==> src/design/csmc_pkg.sv <==
// shared types and constants of the cubic spline monotonicity check unit
package csmc_pkg;

    localparam int COORD_W = 16;
    localparam int PROD_W  = 64;
    localparam int ACC_W   = 67;

    typedef enum logic [1:0] {
        VERDICT_DATA_BAD   = 2'd0,
        VERDICT_SPLINE_BAD = 2'd1,
        VERDICT_MONOTONE   = 2'd2,
        VERDICT_STRICT     = 2'd3
    } verdict_t;

    typedef enum logic [3:0] {
        ST_IDLE,
        ST_EVAL,
        ST_MUL_A,
        ST_MUL_B,
        ST_LOAD_B,
        ST_RANGE,
        ST_SQ0,
        ST_SQ1,
        ST_SQ2,
        ST_SQ3,
        ST_SQ4,
        ST_SQ5,
        ST_ACC_LAST,
        ST_DECIDE,
        ST_FINISH
    } state_t;

    // operand pairs for the shared multiplier
    typedef enum logic [2:0] {
        MUL_S0DX,
        MUL_S1DX,
        MUL_AA2,
        MUL_AB2,
        MUL_BB,
        MUL_DD9,
        MUL_AD8,
        MUL_BD6
    } mul_sel_t;

    typedef struct packed {
        logic     cap;
        logic     eval;
        logic     mul_go;
        mul_sel_t mul_sel;
        logic     a_load;
        logic     b_load;
        logic     range_chk;
        logic     acc_clr;
        logic     acc_add;
        logic     decide;
        logic     commit;
    } cmd_t;

    typedef struct packed {
        logic have_prev;
        logic need_mul;
        logic in_range;
        logic last;
    } status_t;

endpackage

==> src/design/csmc_knot_if.sv <==
// knot channel: one spline knot per transaction
interface csmc_knot_if;
    import csmc_pkg::*;

    logic                      valid;
    logic                      ready;
    logic signed [COORD_W-1:0] knot_x;
    logic signed [COORD_W-1:0] knot_y;
    logic signed [COORD_W-1:0] knot_slope;
    logic                      last_knot;

    modport source (output valid, knot_x, knot_y, knot_slope, last_knot, input ready);
    modport sink   (input valid, knot_x, knot_y, knot_slope, last_knot, output ready);
endinterface

==> src/design/csmc_verdict_if.sv <==
// verdict channel: one verdict per knot set
interface csmc_verdict_if;
    logic       valid;
    logic       ready;
    logic [1:0] verdict;

    modport source (output valid, verdict, input ready);
    modport sink   (input valid, verdict, output ready);
endinterface

==> src/design/csmc_datapath.sv <==
// datapath: knot registers, shared multiplier, accumulator and sticky verdict bits
module csmc_datapath (
    input  logic                              clk,
    input  logic                              rst_n,
    input  csmc_pkg::cmd_t                    cmd,
    input  logic signed [csmc_pkg::COORD_W-1:0] knot_x,
    input  logic signed [csmc_pkg::COORD_W-1:0] knot_y,
    input  logic signed [csmc_pkg::COORD_W-1:0] knot_slope,
    input  logic                              last_knot,
    output csmc_pkg::status_t                 st,
    output logic [1:0]                        verdict
);
    import csmc_pkg::*;

    logic [COORD_W-1:0] cur_x_reg, cur_y_reg, cur_s_reg;
    logic [COORD_W-1:0] prev_x_reg, prev_y_reg, prev_s_reg;
    logic               last_reg;
    logic               have_prev_reg, past_first_reg;
    logic               data_bad_reg, spline_bad_reg, strict_ok_reg;
    logic [30:0]        a_reg, b_reg;
    logic [PROD_W-1:0]  prod_reg;
    logic               prod_neg_reg;
    logic [ACC_W-1:0]   acc_reg;
    verdict_t           verdict_reg;

    logic [COORD_W:0]   dx, dy;
    logic               dx_pos, dy_neg, dy_zero, s_neg;
    logic [23:0]        d;
    logic [25:0]        d3;
    logic [26:0]        d6;
    logic [27:0]        d9;
    logic [32:0]        t2;
    logic [31:0]        op_x, op_y;
    logic [PROD_W-1:0]  mul_res;
    logic [ACC_W-1:0]   acc_next;
    logic               in_range, edge_hit, acc_pos, acc_neg, curve_bad;
    verdict_t           verdict_next;

    assign dx = {cur_x_reg[COORD_W-1], cur_x_reg} - {prev_x_reg[COORD_W-1], prev_x_reg};
    assign dy = {cur_y_reg[COORD_W-1], cur_y_reg} - {prev_y_reg[COORD_W-1], prev_y_reg};
    assign dx_pos  = !dx[COORD_W] && (dx != '0);
    assign dy_neg  = dy[COORD_W];
    assign dy_zero = (dy == '0);
    assign s_neg   = prev_s_reg[COORD_W-1] || cur_s_reg[COORD_W-1];

    // dy is positive here, so it fits in 16 unsigned bits; d = 256*dy
    assign d  = {dy[COORD_W-1:0], 8'd0};
    assign d3 = {2'd0, d} + {1'b0, d, 1'b0};
    assign d6 = {2'd0, d, 1'b0} + {1'b0, d, 2'b0};
    assign d9 = {4'd0, d} + {1'b0, d, 3'b0};
    assign t2 = {2'd0, a_reg} + {2'd0, b_reg} - {8'd0, d, 1'b0};

    always_comb
    begin
        case (cmd.mul_sel)
            MUL_S0DX:
            begin
                op_x = {16'd0, prev_s_reg};
                op_y = {16'd0, dx[COORD_W-1:0]};
            end
            MUL_S1DX:
            begin
                op_x = {16'd0, cur_s_reg};
                op_y = {16'd0, dx[COORD_W-1:0]};
            end
            MUL_AA2:
            begin
                op_x = {a_reg, 1'b0};
                op_y = {1'b0, a_reg};
            end
            MUL_AB2:
            begin
                op_x = {a_reg, 1'b0};
                op_y = {1'b0, b_reg};
            end
            MUL_BB:
            begin
                op_x = {1'b0, b_reg};
                op_y = {1'b0, b_reg};
            end
            MUL_DD9:
            begin
                op_x = {8'd0, d};
                op_y = {4'd0, d9};
            end
            MUL_AD8:
            begin
                op_x = {1'b0, a_reg};
                op_y = {5'd0, d, 3'b0};
            end
            MUL_BD6:
            begin
                op_x = {1'b0, b_reg};
                op_y = {5'd0, d6};
            end
            default:
            begin
                op_x = '0;
                op_y = '0;
            end
        endcase
    end

    assign mul_res = {32'd0, op_x} * {32'd0, op_y};

    // acc ends as p - m of the sign test
    assign acc_next = prod_neg_reg ? acc_reg - {3'd0, prod_reg} : acc_reg + {3'd0, prod_reg};

    assign in_range = ({1'b0, a_reg} <= {6'd0, d3}) && ({1'b0, b_reg} <= {6'd0, d3});
    assign edge_hit = (past_first_reg && (a_reg == '0 || a_reg == {5'd0, d3}))
                   || (!last_reg && (b_reg == '0 || b_reg == {5'd0, d3}));
    assign acc_neg  = acc_reg[ACC_W-1];
    assign acc_pos  = !acc_reg[ACC_W-1] && (acc_reg != '0);
    assign curve_bad = t2[32] ? acc_neg : acc_pos;

    always_comb
    begin
        if (data_bad_reg)
            verdict_next = VERDICT_DATA_BAD;
        else if (spline_bad_reg)
            verdict_next = VERDICT_SPLINE_BAD;
        else if (strict_ok_reg)
            verdict_next = VERDICT_STRICT;
        else
            verdict_next = VERDICT_MONOTONE;
    end

    // payload registers
    always_ff @(posedge clk)
    begin
        if (cmd.cap)
        begin
            cur_x_reg <= knot_x;
            cur_y_reg <= knot_y;
            cur_s_reg <= knot_slope;
            last_reg  <= last_knot;
        end
        if (cmd.mul_go)
        begin
            prod_reg     <= mul_res;
            prod_neg_reg <= (cmd.mul_sel == MUL_AD8) || (cmd.mul_sel == MUL_BD6);
        end
        if (cmd.a_load)
            a_reg <= prod_reg[30:0];
        if (cmd.b_load)
            b_reg <= prod_reg[30:0];
        if (cmd.acc_clr)
            acc_reg <= '0;
        else if (cmd.acc_add)
            acc_reg <= acc_next;
        if (cmd.commit && last_reg)
            verdict_reg <= verdict_next;
    end

    // knot history and sticky verdict bits
    always_ff @(posedge clk or negedge rst_n)
    begin
        if (!rst_n)
        begin
            prev_x_reg     <= '0;
            prev_y_reg     <= '0;
            prev_s_reg     <= '0;
            have_prev_reg  <= 1'b0;
            past_first_reg <= 1'b0;
            data_bad_reg   <= 1'b0;
            spline_bad_reg <= 1'b0;
            strict_ok_reg  <= 1'b1;
        end
        else
        begin
            if (cmd.eval && have_prev_reg)
            begin
                if (dy_neg)
                    data_bad_reg <= 1'b1;
                if (dy_zero && dx_pos)
                    strict_ok_reg <= 1'b0;
                if (dx_pos && !dy_neg && s_neg)
                    spline_bad_reg <= 1'b1;
            end
            if (cmd.range_chk && in_range && edge_hit)
                strict_ok_reg <= 1'b0;
            if (cmd.decide)
            begin
                if (curve_bad)
                    spline_bad_reg <= 1'b1;
                if (acc_reg == '0)
                    strict_ok_reg <= 1'b0;
            end
            if (cmd.commit)
            begin
                if (last_reg)
                begin
                    // set finished: back to the reset state
                    prev_x_reg     <= '0;
                    prev_y_reg     <= '0;
                    prev_s_reg     <= '0;
                    have_prev_reg  <= 1'b0;
                    past_first_reg <= 1'b0;
                    data_bad_reg   <= 1'b0;
                    spline_bad_reg <= 1'b0;
                    strict_ok_reg  <= 1'b1;
                end
                else
                begin
                    prev_x_reg     <= cur_x_reg;
                    prev_y_reg     <= cur_y_reg;
                    prev_s_reg     <= cur_s_reg;
                    have_prev_reg  <= 1'b1;
                    past_first_reg <= past_first_reg || have_prev_reg;
                end
            end
        end
    end

    assign st.have_prev = have_prev_reg;
    assign st.need_mul  = have_prev_reg && dx_pos && !dy_neg && !dy_zero && !s_neg;
    assign st.in_range  = in_range;
    assign st.last      = last_reg;
    assign verdict      = verdict_reg;

endmodule

==> src/design/csmc_controller.sv <==
// controller: sequences one knot through the shared multiplier and holds result valid
module csmc_controller (
    input  logic              clk,
    input  logic              rst_n,
    input  logic              knot_valid,
    output logic              knot_ready,
    output logic              result_valid,
    input  logic              result_ready,
    input  csmc_pkg::status_t st,
    output csmc_pkg::cmd_t    cmd
);
    import csmc_pkg::*;

    state_t state_reg, state_next;
    logic   out_valid_reg, out_valid_next;
    logic   finish_ok;

    // a last knot waits while the previous verdict is still unread
    assign finish_ok = !(st.last && out_valid_reg && !result_ready);

    always_comb
    begin
        state_next = state_reg;
        case (state_reg)
            ST_IDLE:
                if (knot_valid)
                    state_next = ST_EVAL;
            ST_EVAL:
                state_next = st.need_mul ? ST_MUL_A : ST_FINISH;
            ST_MUL_A:    state_next = ST_MUL_B;
            ST_MUL_B:    state_next = ST_LOAD_B;
            ST_LOAD_B:   state_next = ST_RANGE;
            ST_RANGE:
                state_next = st.in_range ? ST_FINISH : ST_SQ0;
            ST_SQ0:      state_next = ST_SQ1;
            ST_SQ1:      state_next = ST_SQ2;
            ST_SQ2:      state_next = ST_SQ3;
            ST_SQ3:      state_next = ST_SQ4;
            ST_SQ4:      state_next = ST_SQ5;
            ST_SQ5:      state_next = ST_ACC_LAST;
            ST_ACC_LAST: state_next = ST_DECIDE;
            ST_DECIDE:   state_next = ST_FINISH;
            ST_FINISH:
                if (finish_ok)
                    state_next = ST_IDLE;
            default:     state_next = ST_IDLE;
        endcase
    end

    always_comb
    begin
        cmd         = '0;
        cmd.mul_sel = MUL_S0DX;
        knot_ready  = 1'b0;
        case (state_reg)
            ST_IDLE:
            begin
                knot_ready = 1'b1;
                cmd.cap    = knot_valid;
            end
            ST_EVAL:
                cmd.eval = 1'b1;
            ST_MUL_A:
            begin
                cmd.mul_go  = 1'b1;
                cmd.mul_sel = MUL_S0DX;
            end
            ST_MUL_B:
            begin
                cmd.a_load  = 1'b1;
                cmd.mul_go  = 1'b1;
                cmd.mul_sel = MUL_S1DX;
            end
            ST_LOAD_B:
                cmd.b_load = 1'b1;
            ST_RANGE:
            begin
                cmd.range_chk = 1'b1;
                cmd.acc_clr   = 1'b1;
            end
            ST_SQ0:
            begin
                cmd.mul_go  = 1'b1;
                cmd.mul_sel = MUL_AA2;
            end
            ST_SQ1:
            begin
                cmd.acc_add = 1'b1;
                cmd.mul_go  = 1'b1;
                cmd.mul_sel = MUL_AB2;
            end
            ST_SQ2:
            begin
                cmd.acc_add = 1'b1;
                cmd.mul_go  = 1'b1;
                cmd.mul_sel = MUL_BB;
            end
            ST_SQ3:
            begin
                cmd.acc_add = 1'b1;
                cmd.mul_go  = 1'b1;
                cmd.mul_sel = MUL_DD9;
            end
            ST_SQ4:
            begin
                cmd.acc_add = 1'b1;
                cmd.mul_go  = 1'b1;
                cmd.mul_sel = MUL_AD8;
            end
            ST_SQ5:
            begin
                cmd.acc_add = 1'b1;
                cmd.mul_go  = 1'b1;
                cmd.mul_sel = MUL_BD6;
            end
            ST_ACC_LAST:
                cmd.acc_add = 1'b1;
            ST_DECIDE:
                cmd.decide = 1'b1;
            ST_FINISH:
                cmd.commit = finish_ok;
            default:
                cmd = '0;
        endcase
    end

    assign out_valid_next = (out_valid_reg && !result_ready) || (cmd.commit && st.last);

    always_ff @(posedge clk or negedge rst_n)
    begin
        if (!rst_n)
        begin
            state_reg     <= ST_IDLE;
            out_valid_reg <= 1'b0;
        end
        else
        begin
            state_reg     <= state_next;
            out_valid_reg <= out_valid_next;
        end
    end

    assign result_valid = out_valid_reg;

endmodule

==> src/design/cubic_spline_monotonicity_check_unit.sv <==
// top level of the cubic spline monotonicity check unit
// Knots (x, y, slope, last mark) come in one per transaction and one verdict goes out per
// set, at its last knot: data non-monotone, spline non-monotone, monotone or strictly
// monotone. One knot is in work at a time. The first knot of a set and a knot whose
// interval needs no ratio test pass EVAL and FINISH; one whose ratios fall inside the
// simple region also passes MUL_A, MUL_B, LOAD_B and RANGE, and one that needs the full
// sign test also SQ0 to SQ5, ACC_LAST and DECIDE. The single 32x32 multiplier computes
// the two ratio products and then the six terms of the sign test one per cycle into a
// 67-bit accumulator. The verdict sits in an output register, so knots keep flowing while
// it waits to be taken; only a following last knot holds until the previous verdict is read.
module cubic_spline_monotonicity_check_unit (
    input  logic                clk,
    input  logic                rst_n,
    csmc_knot_if.sink           knot,
    csmc_verdict_if.source      result
);
    import csmc_pkg::*;

    cmd_t    cmd;
    status_t st;

    csmc_controller u_ctrl (
        .clk          (clk),
        .rst_n        (rst_n),
        .knot_valid   (knot.valid),
        .knot_ready   (knot.ready),
        .result_valid (result.valid),
        .result_ready (result.ready),
        .st           (st),
        .cmd          (cmd)
    );

    csmc_datapath u_dp (
        .clk        (clk),
        .rst_n      (rst_n),
        .cmd        (cmd),
        .knot_x     (knot.knot_x),
        .knot_y     (knot.knot_y),
        .knot_slope (knot.knot_slope),
        .last_knot  (knot.last_knot),
        .st         (st),
        .verdict    (result.verdict)
    );

    // multiplier is only used when there is an interval to test
    a_mul_needs_prev: assert property (@(posedge clk) disable iff (!rst_n)
        cmd.mul_go |-> st.have_prev)
        else $error("multiplier started without a previous knot");

    // a verdict must never overwrite one that is still unread
    a_no_overwrite: assert property (@(posedge clk) disable iff (!rst_n)
        (cmd.commit && st.last) |-> !(result.valid && !result.ready))
        else $error("verdict overwritten before it was taken");

    // a verdict appears only after a last knot was committed
    a_valid_from_commit: assert property (@(posedge clk) disable iff (!rst_n)
        $rose(result.valid) |-> $past(cmd.commit && st.last))
        else $error("verdict valid without a finished set");

    // no knot accepted while one is in work
    a_one_in_work: assert property (@(posedge clk) disable iff (!rst_n)
        (knot.valid && knot.ready) |=> !knot.ready)
        else $error("knot accepted while another was in work");

endmodule

==> src/flat_wrapper.sv <==
// flat-port wrapper written by rule: the top's interface ports become plain ports
module cubic_spline_monotonicity_check_unit_flat import csmc_pkg::*;
  (clk, rst_n, knot_valid, knot_knot_x, knot_knot_y, knot_knot_slope, knot_last_knot, knot_ready, result_valid, result_verdict, result_ready);
  csmc_knot_if knot_i ();
  csmc_verdict_if result_i ();
  input  logic clk;
  input  logic rst_n;
  input wire logic [$bits(knot_i.valid)-1:0] knot_valid;
  input wire logic [$bits(knot_i.knot_x)-1:0] knot_knot_x;
  input wire logic [$bits(knot_i.knot_y)-1:0] knot_knot_y;
  input wire logic [$bits(knot_i.knot_slope)-1:0] knot_knot_slope;
  input wire logic [$bits(knot_i.last_knot)-1:0] knot_last_knot;
  output wire logic [$bits(knot_i.ready)-1:0] knot_ready;
  output wire logic [$bits(result_i.valid)-1:0] result_valid;
  output wire logic [$bits(result_i.verdict)-1:0] result_verdict;
  input wire logic [$bits(result_i.ready)-1:0] result_ready;
  assign knot_i.valid = knot_valid;
  assign knot_i.knot_x = knot_knot_x;
  assign knot_i.knot_y = knot_knot_y;
  assign knot_i.knot_slope = knot_knot_slope;
  assign knot_i.last_knot = knot_last_knot;
  assign knot_ready = knot_i.ready;
  assign result_valid = result_i.valid;
  assign result_verdict = result_i.verdict;
  assign result_i.ready = result_ready;
  cubic_spline_monotonicity_check_unit u_core (.clk(clk), .rst_n(rst_n), .knot(knot_i), .result(result_i));
endmodule
==> config.mk <==
export PLATFORM = sky130hd
export DESIGN_NAME = cubic_spline_monotonicity_check_unit_flat
export DESIGN_NICKNAME = d
export VERILOG_FILES = /design/src/design/csmc_pkg.sv /design/src/design/csmc_knot_if.sv /design/src/design/csmc_verdict_if.sv /design/src/design/csmc_datapath.sv /design/src/design/csmc_controller.sv /design/src/design/cubic_spline_monotonicity_check_unit.sv /design/src/flat_wrapper.sv
export SDC_FILE = /design/constraint.sdc
export NUM_CORES = 2
export LEC_CHECK = 0
export BUFFER_PORTS_ARGS = -buffer_cell sky130_fd_sc_hd__clkbuf_2
export CORE_MARGIN = 2
export CORE_UTILIZATION = 35
export CTS_CLUSTER_DIAMETER = 150
export DETAILED_ROUTE_END_ITERATION = 10
export MAX_ROUTING_LAYER = met4
export PLACE_DENSITY = 0.48
export SLEW_MARGIN = 20
export SYNTH_ARGS = -nofsm -noshare
export SYNTH_HDL_FRONTEND = slang
export SYNTH_SLANG_ARGS = --single-unit
export TNS_END_PERCENT = 1
==> constraint.sdc <==
create_clock -name clk -period 11.26 [get_ports clk]
set_clock_uncertainty 0.15 [all_clocks]
set_input_delay 0 -clock clk [delete_from_list [all_inputs] [get_ports clk]]
set_output_delay 0 -clock clk [all_outputs]
set_load 0.03 [all_outputs]
# Yosys cells after proc, flatten, opt, wreduce, memory -nomap -nowiden
# Index checks and enable logic that the tools add are counted.
# word_totals
register_bits	303
inputBits	53
# op_classes
eq_ne	25
reduce_logical	49
addsub	9
n_mux	43
order_cmp	2
mul	1
# op_table
operator	count
32-bit case mux with 6 select lines	2
67-bit by 64-bit adder with 67-bit output	1
67-bit zero test	1
67-bit 2-to-1 mux	1
67-bit nonzero test	1
67-bit by 64-bit subtractor with 67-bit output	1
32-bit by 32-bit multiplier with 64-bit output	1
31-bit by 26-bit == test with 1-bit output	2
31-bit by 26-bit less-or-equal comparator with 1-bit output	2
31-bit zero test	2
4-bit case mux with 15 select lines	1
16-bit 2-to-1 mux	3
16-bit by 16-bit subtractor with 17-bit output	2
32-bit by 25-bit subtractor with 33-bit output	1
31-bit by 31-bit adder with 32-bit output	1
4-bit case mux with 8 select lines	1
1-bit 2-to-1 mux	30
24-bit by 27-bit adder with 28-bit output	1
4-bit == test (second input constant)	7
25-bit by 26-bit adder with 27-bit output	1
24-bit by 25-bit adder with 26-bit output	1
1-bit logical AND	19
17-bit zero test	1
17-bit nonzero test	1
16 further kinds	45

# Longest topological paths before layout
# depth
depth_word	12
mapped_depth	48
ltp_nobuf	46

# Modules after synthesis
# Synthesis repeated with hierarchy kept, for this count alone.
# unflattened
cells_unflattened	6438
hier_area_um2	56168.9
# modules_own_cells
mod	instances	cells_each	area_per_inst_um2	seq_area_each_um2
csmc_datapath	1	6385	55720.9	8013.9
csmc_controller	1	53	447.9	125.1

# Worst setup path before layout
# Ideal clock, no wire load.
# synth_path
path_type	register to register
from	reg u_core.u_dp.cur_y_reg[0]
to	reg u_core.u_dp.prod_reg[55], data pin
path_stages_with_launch	45
slack_ns	0.246
period_less_slack_ns	11.014
arrival_ns	10.606
t_required_ns	10.852
setup_time_ns	0.258
path_cell_list	edfxtp_1 -> inv_1 -> ha_1 -> inv_1 -> fa_1 -> xnor2_1 -> inv_1 -> ha_1 -> a21oi_1 -> o21ai_0 -> o2bb2ai_1 -> a211o_1 -> a41o_1 -> and3_1 -> o41ai_2 -> xnor2_1 -> o21ai_1 -> a21oi_1 -> [9 not listed] -> inv_1 -> fa_1 -> fa_1 -> fa_1 -> inv_1 -> fa_1 -> inv_1 -> ha_1 -> nand2_1 -> nor3_1 -> and4_1 -> a41o_1 -> a211o_1 -> o21ai_0 -> o211ai_1 -> a31o_2 -> a21oi_1 -> xnor2_1
# synth_via
elab_chain_cells	4
word_cells_on_any_way	6
# synth_lines
item	line_no	text
from (decl)	csmc_datapath.sv:15	logic [COORD_W-1:0] cur_x_reg, cur_y_reg, cur_s_reg;
from (signal assigned)	csmc_datapath.sv:134	cur_y_reg <= knot_y;
16-bit by 16-bit subtractor with 17-bit output (*)	csmc_datapath.sv:40	assign dy = {cur_y_reg[COORD_W-1], cur_y_reg} - {prev_y_reg[COORD_W-1], prev_y_reg};
24-bit by 27-bit adder with 28-bit output or 25-bit by 26-bit adder with 27-bit output (tied branches)	csmc_datapath.sv:50, csmc_datapath.sv:49	
32-bit case mux with 6 select lines	csmc_datapath.sv:55	case (cmd.mul_sel)
32-bit by 32-bit multiplier with 64-bit output (*)	csmc_datapath.sv:104	assign mul_res = {32'd0, op_x} * {32'd0, op_y};
via u_core.u_dp.mul_res[55]	csmc_datapath.sv:34	logic [PROD_W-1:0] mul_res;
to (signal assigned)	csmc_datapath.sv:140	prod_reg <= mul_res;
to (decl)	csmc_datapath.sv:21	logic [PROD_W-1:0] prod_reg;
# Mark *: on every way through the listed nets, which the timed path passes. The rest lies on a longest branch. The select of a mux whose other input is x is not followed.
# A chain may end at the register's enable or synchronous reset.

# Worst setup path after layout
# Ends and elaborated chain as after synthesis.

==> impl_metrics.tcl <==
set metrics [dict create \
    crit_fanout 11 \
    clk_latency_ns 0.59 \
    layout-area-overhead-vs-synth_pct 17.2 \
    synth_seq_area_share 0.149 \
    drc_errors 0 \
    start_util 0.351 \
    synth_top_area_cell "sky130_fd_sc_hd__fa_1" \
    number_of_antenna_violations_at_the_first_check_in_global_routing 5 \
    cts_tree "yes" \
    worst_ep_arrival_time_ns 11.36 \
    overflow_left_after_global_routing 0 \
    post_synthesis_compound_gate_area_fraction 0.121 \
    critical_path_required_ns 11.44 \
    timing.final.setup_violations 0 \
    netlist_top_cells_area "sky130_fd_sc_hd__fa_1 (32%), sky130_fd_sc_hd__ha_1 (12%), sky130_fd_sc_hd__edfxtp_1 (9.8%)" \
    detailedRoute.firstPassIterationCount 8 \
    synth.ff_latch_count 303 \
    synthCells 6286 \
    rsz0062_at_grt "yes" \
    pin_count_of_the_biggest_net_entering_global_routing 72 \
    ys_dominant_reg_cell "sky130_fd_sc_hd__edfxtp_1" \
    share_of_layout_cells_above_drive_strength_1 0.125 \
    ctsRootBufferMaster "sky130_fd_sc_hd__clkbuf_16" \
    post_synth_instance_area_mm2 0.0547 \
    hpwl_um 168000 \
    routedWlPerCell_um 22.9 \
    finalWorstPathRequiredPeriod_ns 11.18 \
    io_buffers 56 \
    reg2reg_slack_ns 0.08 \
    hold_viol_final 0 \
    cap_violations 0 \
    dieWidth_um 399 \
    final_cells 8809 \
    layout_worst_path_cycle_share 0.993 \
    synth-warning-count 0 \
    die_area_mm2 0.159 \
    floorplan.core_area_mm2 0.156 \
    via_count_of_the_first_global_routing_pass 48100 \
    drtIter0Drc 3320 \
    cts-htree-levels 2 \
    cp-start-kind "flip-flop" \
    post_synthesis_share_of_cell_area_spent_on_and_or_nand_and_nor_gates 0.151 \
    num-nets-final 8159 \
    track_usage 0.264 \
    synth_enable_flop_cells 178 \
    largest_register_ffs 67 \
    cts_inserted_buffers 37 \
    placed_area_mm2 0.0608 \
    final.hold.worst_slack_ns 0.0191 \
    cp.buffers_inverters 17 \
    top_level_i_o_count 57 \
    first_pass_grt_wire_length_um 307000 \
    min-delay-path-class "in -> async" \
    fmax_ghz 0.0895 \
    critPathMaxStageDelay_ns 0.58 \
    routed_via_density 5.23 \
    syn_avg_cell_area_um2 8.70 \
    totalWireLength_um 202000 \
    crit_cells 50 \
    synth.lib_cells_used.distinct 95 \
    finalInstanceArea_mm2 0.0641 \
    max_slew_margin 0.187 \
    die_height_um 399 \
    detailroute.via_count 46100 \
    path_class "reg -> reg" \
    synthesis.nets 7725 \
    tns_ns 0 \
    synth_xor_area_frac 0.0369 \
    cts_max_path_buffers 3 \
    postRouteAntennaNets 0 \
    muxShareOfSynthArea 0.00268 \
    numClockSinks 303 \
    critPathTopFamily "adder cells" \
    synth_async_sr_flop_share 0.191 \
    finalMaxSlewViolations 0 \
    run_status "finished clean" \
    top_area_cell_type_share_of_the_netlist_area 0.323 \
    place.gp.congestion 0.990 \
    critical-path-slowest-cell "sky130_fd_sc_hd__fa_1" \
    worst-r2r-cell-count 50 \
    largest_family_of_logic_cells_by_synthesized_area "adder cells" \
    post_synth_adder_cell_area 0.439 \
    crit_path_end_kind "flip-flop" \
    std_cell_rows 145 \
    post-place-cells 8615 \
    worstMarginPinSlew_ns 1.21 \
    clkSlewWorstSetupHoldPaths_ns 0.07 \
]
## worst register-to-register path: cells and delay by family (launching register included)
family                   cells  cell delay, ns
adder cells (fa/ha/maj)     12            5.09
AND/OR/NAND/NOR              6            0.58
AO/OA/AOI/OAI               13            2.73
buffers and inverters       17            1.76
XOR/XNOR                     2            0.21
flip-flops                   1            0.40
## path summary, 6_finish.rpt
path                                           startpoint                    endpoint
worst max-delay path             u_core.u_dp.cur_y_reg[0]    u_core.u_dp.prod_reg[55]
worst min-delay path                                rst_n  u_core.u_dp.prev_x_reg[12]
worst max register to register   u_core.u_dp.cur_y_reg[0]    u_core.u_dp.prod_reg[55]
worst min register to register  u_core.u_dp.cur_x_reg[10]  u_core.u_dp.prev_x_reg[10]
max in group asynchronous                           rst_n  u_core.u_dp.prev_s_reg[11]
min in group clk                           knot_knot_x[0]    u_core.u_dp.cur_x_reg[0]
## layout by cell type, fill, tap and decap left out, types with 162 or more instances in the layout
| master | instances |
|---|---|
| sky130_fd_sc_hd__a21oi_1 | 254 |
| sky130_fd_sc_hd__buf_4 | 496 |
| sky130_fd_sc_hd__edfxtp_1 | 178 |
| sky130_fd_sc_hd__fa_1 | 874 |
| sky130_fd_sc_hd__ha_1 | 491 |
| sky130_fd_sc_hd__inv_1 | 1152 |
| sky130_fd_sc_hd__nand2_1 | 887 |
| sky130_fd_sc_hd__nor2_1 | 476 |
| sky130_fd_sc_hd__o21ai_0 | 162 |
| sky130_fd_sc_hd__xnor2_1 | 167 |
## cells in the mapped netlist (27+ instances only)
cell type / count
sky130_fd_sc_hd__o21ai_1: 41
sky130_fd_sc_hd__nor2b_1: 27
sky130_fd_sc_hd__o21a_1: 49
sky130_fd_sc_hd__clkbuf_1: 249
sky130_fd_sc_hd__a31oi_1: 43
sky130_fd_sc_hd__a21oi_1: 279
sky130_fd_sc_hd__and3_1: 27
sky130_fd_sc_hd__dfrtp_1: 57
sky130_fd_sc_hd__nand2_1: 891
sky130_fd_sc_hd__a211oi_1: 27
sky130_fd_sc_hd__ha_1: 503
sky130_fd_sc_hd__inv_1: 1158
sky130_fd_sc_hd__xnor2_1: 172
sky130_fd_sc_hd__nand4_1: 58
sky130_fd_sc_hd__fa_1: 883
sky130_fd_sc_hd__and2_1: 56
sky130_fd_sc_hd__o21ai_0: 182
sky130_fd_sc_hd__nor2_1: 491
sky130_fd_sc_hd__nor4_1: 46
sky130_fd_sc_hd__nand2b_1: 56
sky130_fd_sc_hd__a22oi_1: 31
sky130_fd_sc_hd__nor3_1: 80
sky130_fd_sc_hd__a21o_1: 128
sky130_fd_sc_hd__edfxtp_1: 178
sky130_fd_sc_hd__o21bai_1: 32
sky130_fd_sc_hd__nand3_1: 70
sky130_fd_sc_hd__dfxtp_1: 67
sky130_fd_sc_hd__xor2_1: 56
## area by class of cell
| cell class | instances | area [µm²] |
|---|---|---|
| fill | 15700 | 91600 |
| clock inverter | 21 | 382 |
| clock buffer | 46 | 1020 |
| antenna | 3 | 7.51 |
| timing repair buffer | 680 | 5650 |
| inverter | 1164 | 4380 |
| multi-input combinational | 4534 | 41900 |
| sequential | 303 | 8140 |
| tap | 2058 | 2570 |
## kinds of logic after synthesis
| family | count (synthesis) |
|---|---|
| flops | 303 |
| fa+ha+maj | 1387 |
| xor+xnor | 229 |
| simple gates | 1890 |
| compound gates | 1014 |
| buf+inv | 1449 |
| mux | 14 |
## per-layer routing
layer  global-route usage  part of all wire  wire length [µm]
met1                0.351              0.45             90900
met2                0.433              0.47             95300
met3               0.0217             0.046              9260
met4               0.0699             0.031              6220
met5                    -                 0                 0
## stage by stage
step / util / setup WS (ns)
2_1_floorplan: - / 0.246
3_3_place_gp: 0.390 / -0.749
3_5_place_dp: 0.390 / -0.522
4_1_cts: 0.408 / -0.0199
5_1_grt: 0.412 / -0.329
6_report: 0.412 / 0.0820
## what timing repair did
action	in CTS	in global routing
gates resized for setup	67	92
hold buffers	88	0
pin swaps	46	62
cloned	1	0
setup buffers	25	10
endpoints found under the hold margin	112	0
setup endpoints to repair	22	29
Power is not shown: default switching activity piles up to over one toggle a cycle in this logic, so the estimate is an artifact.
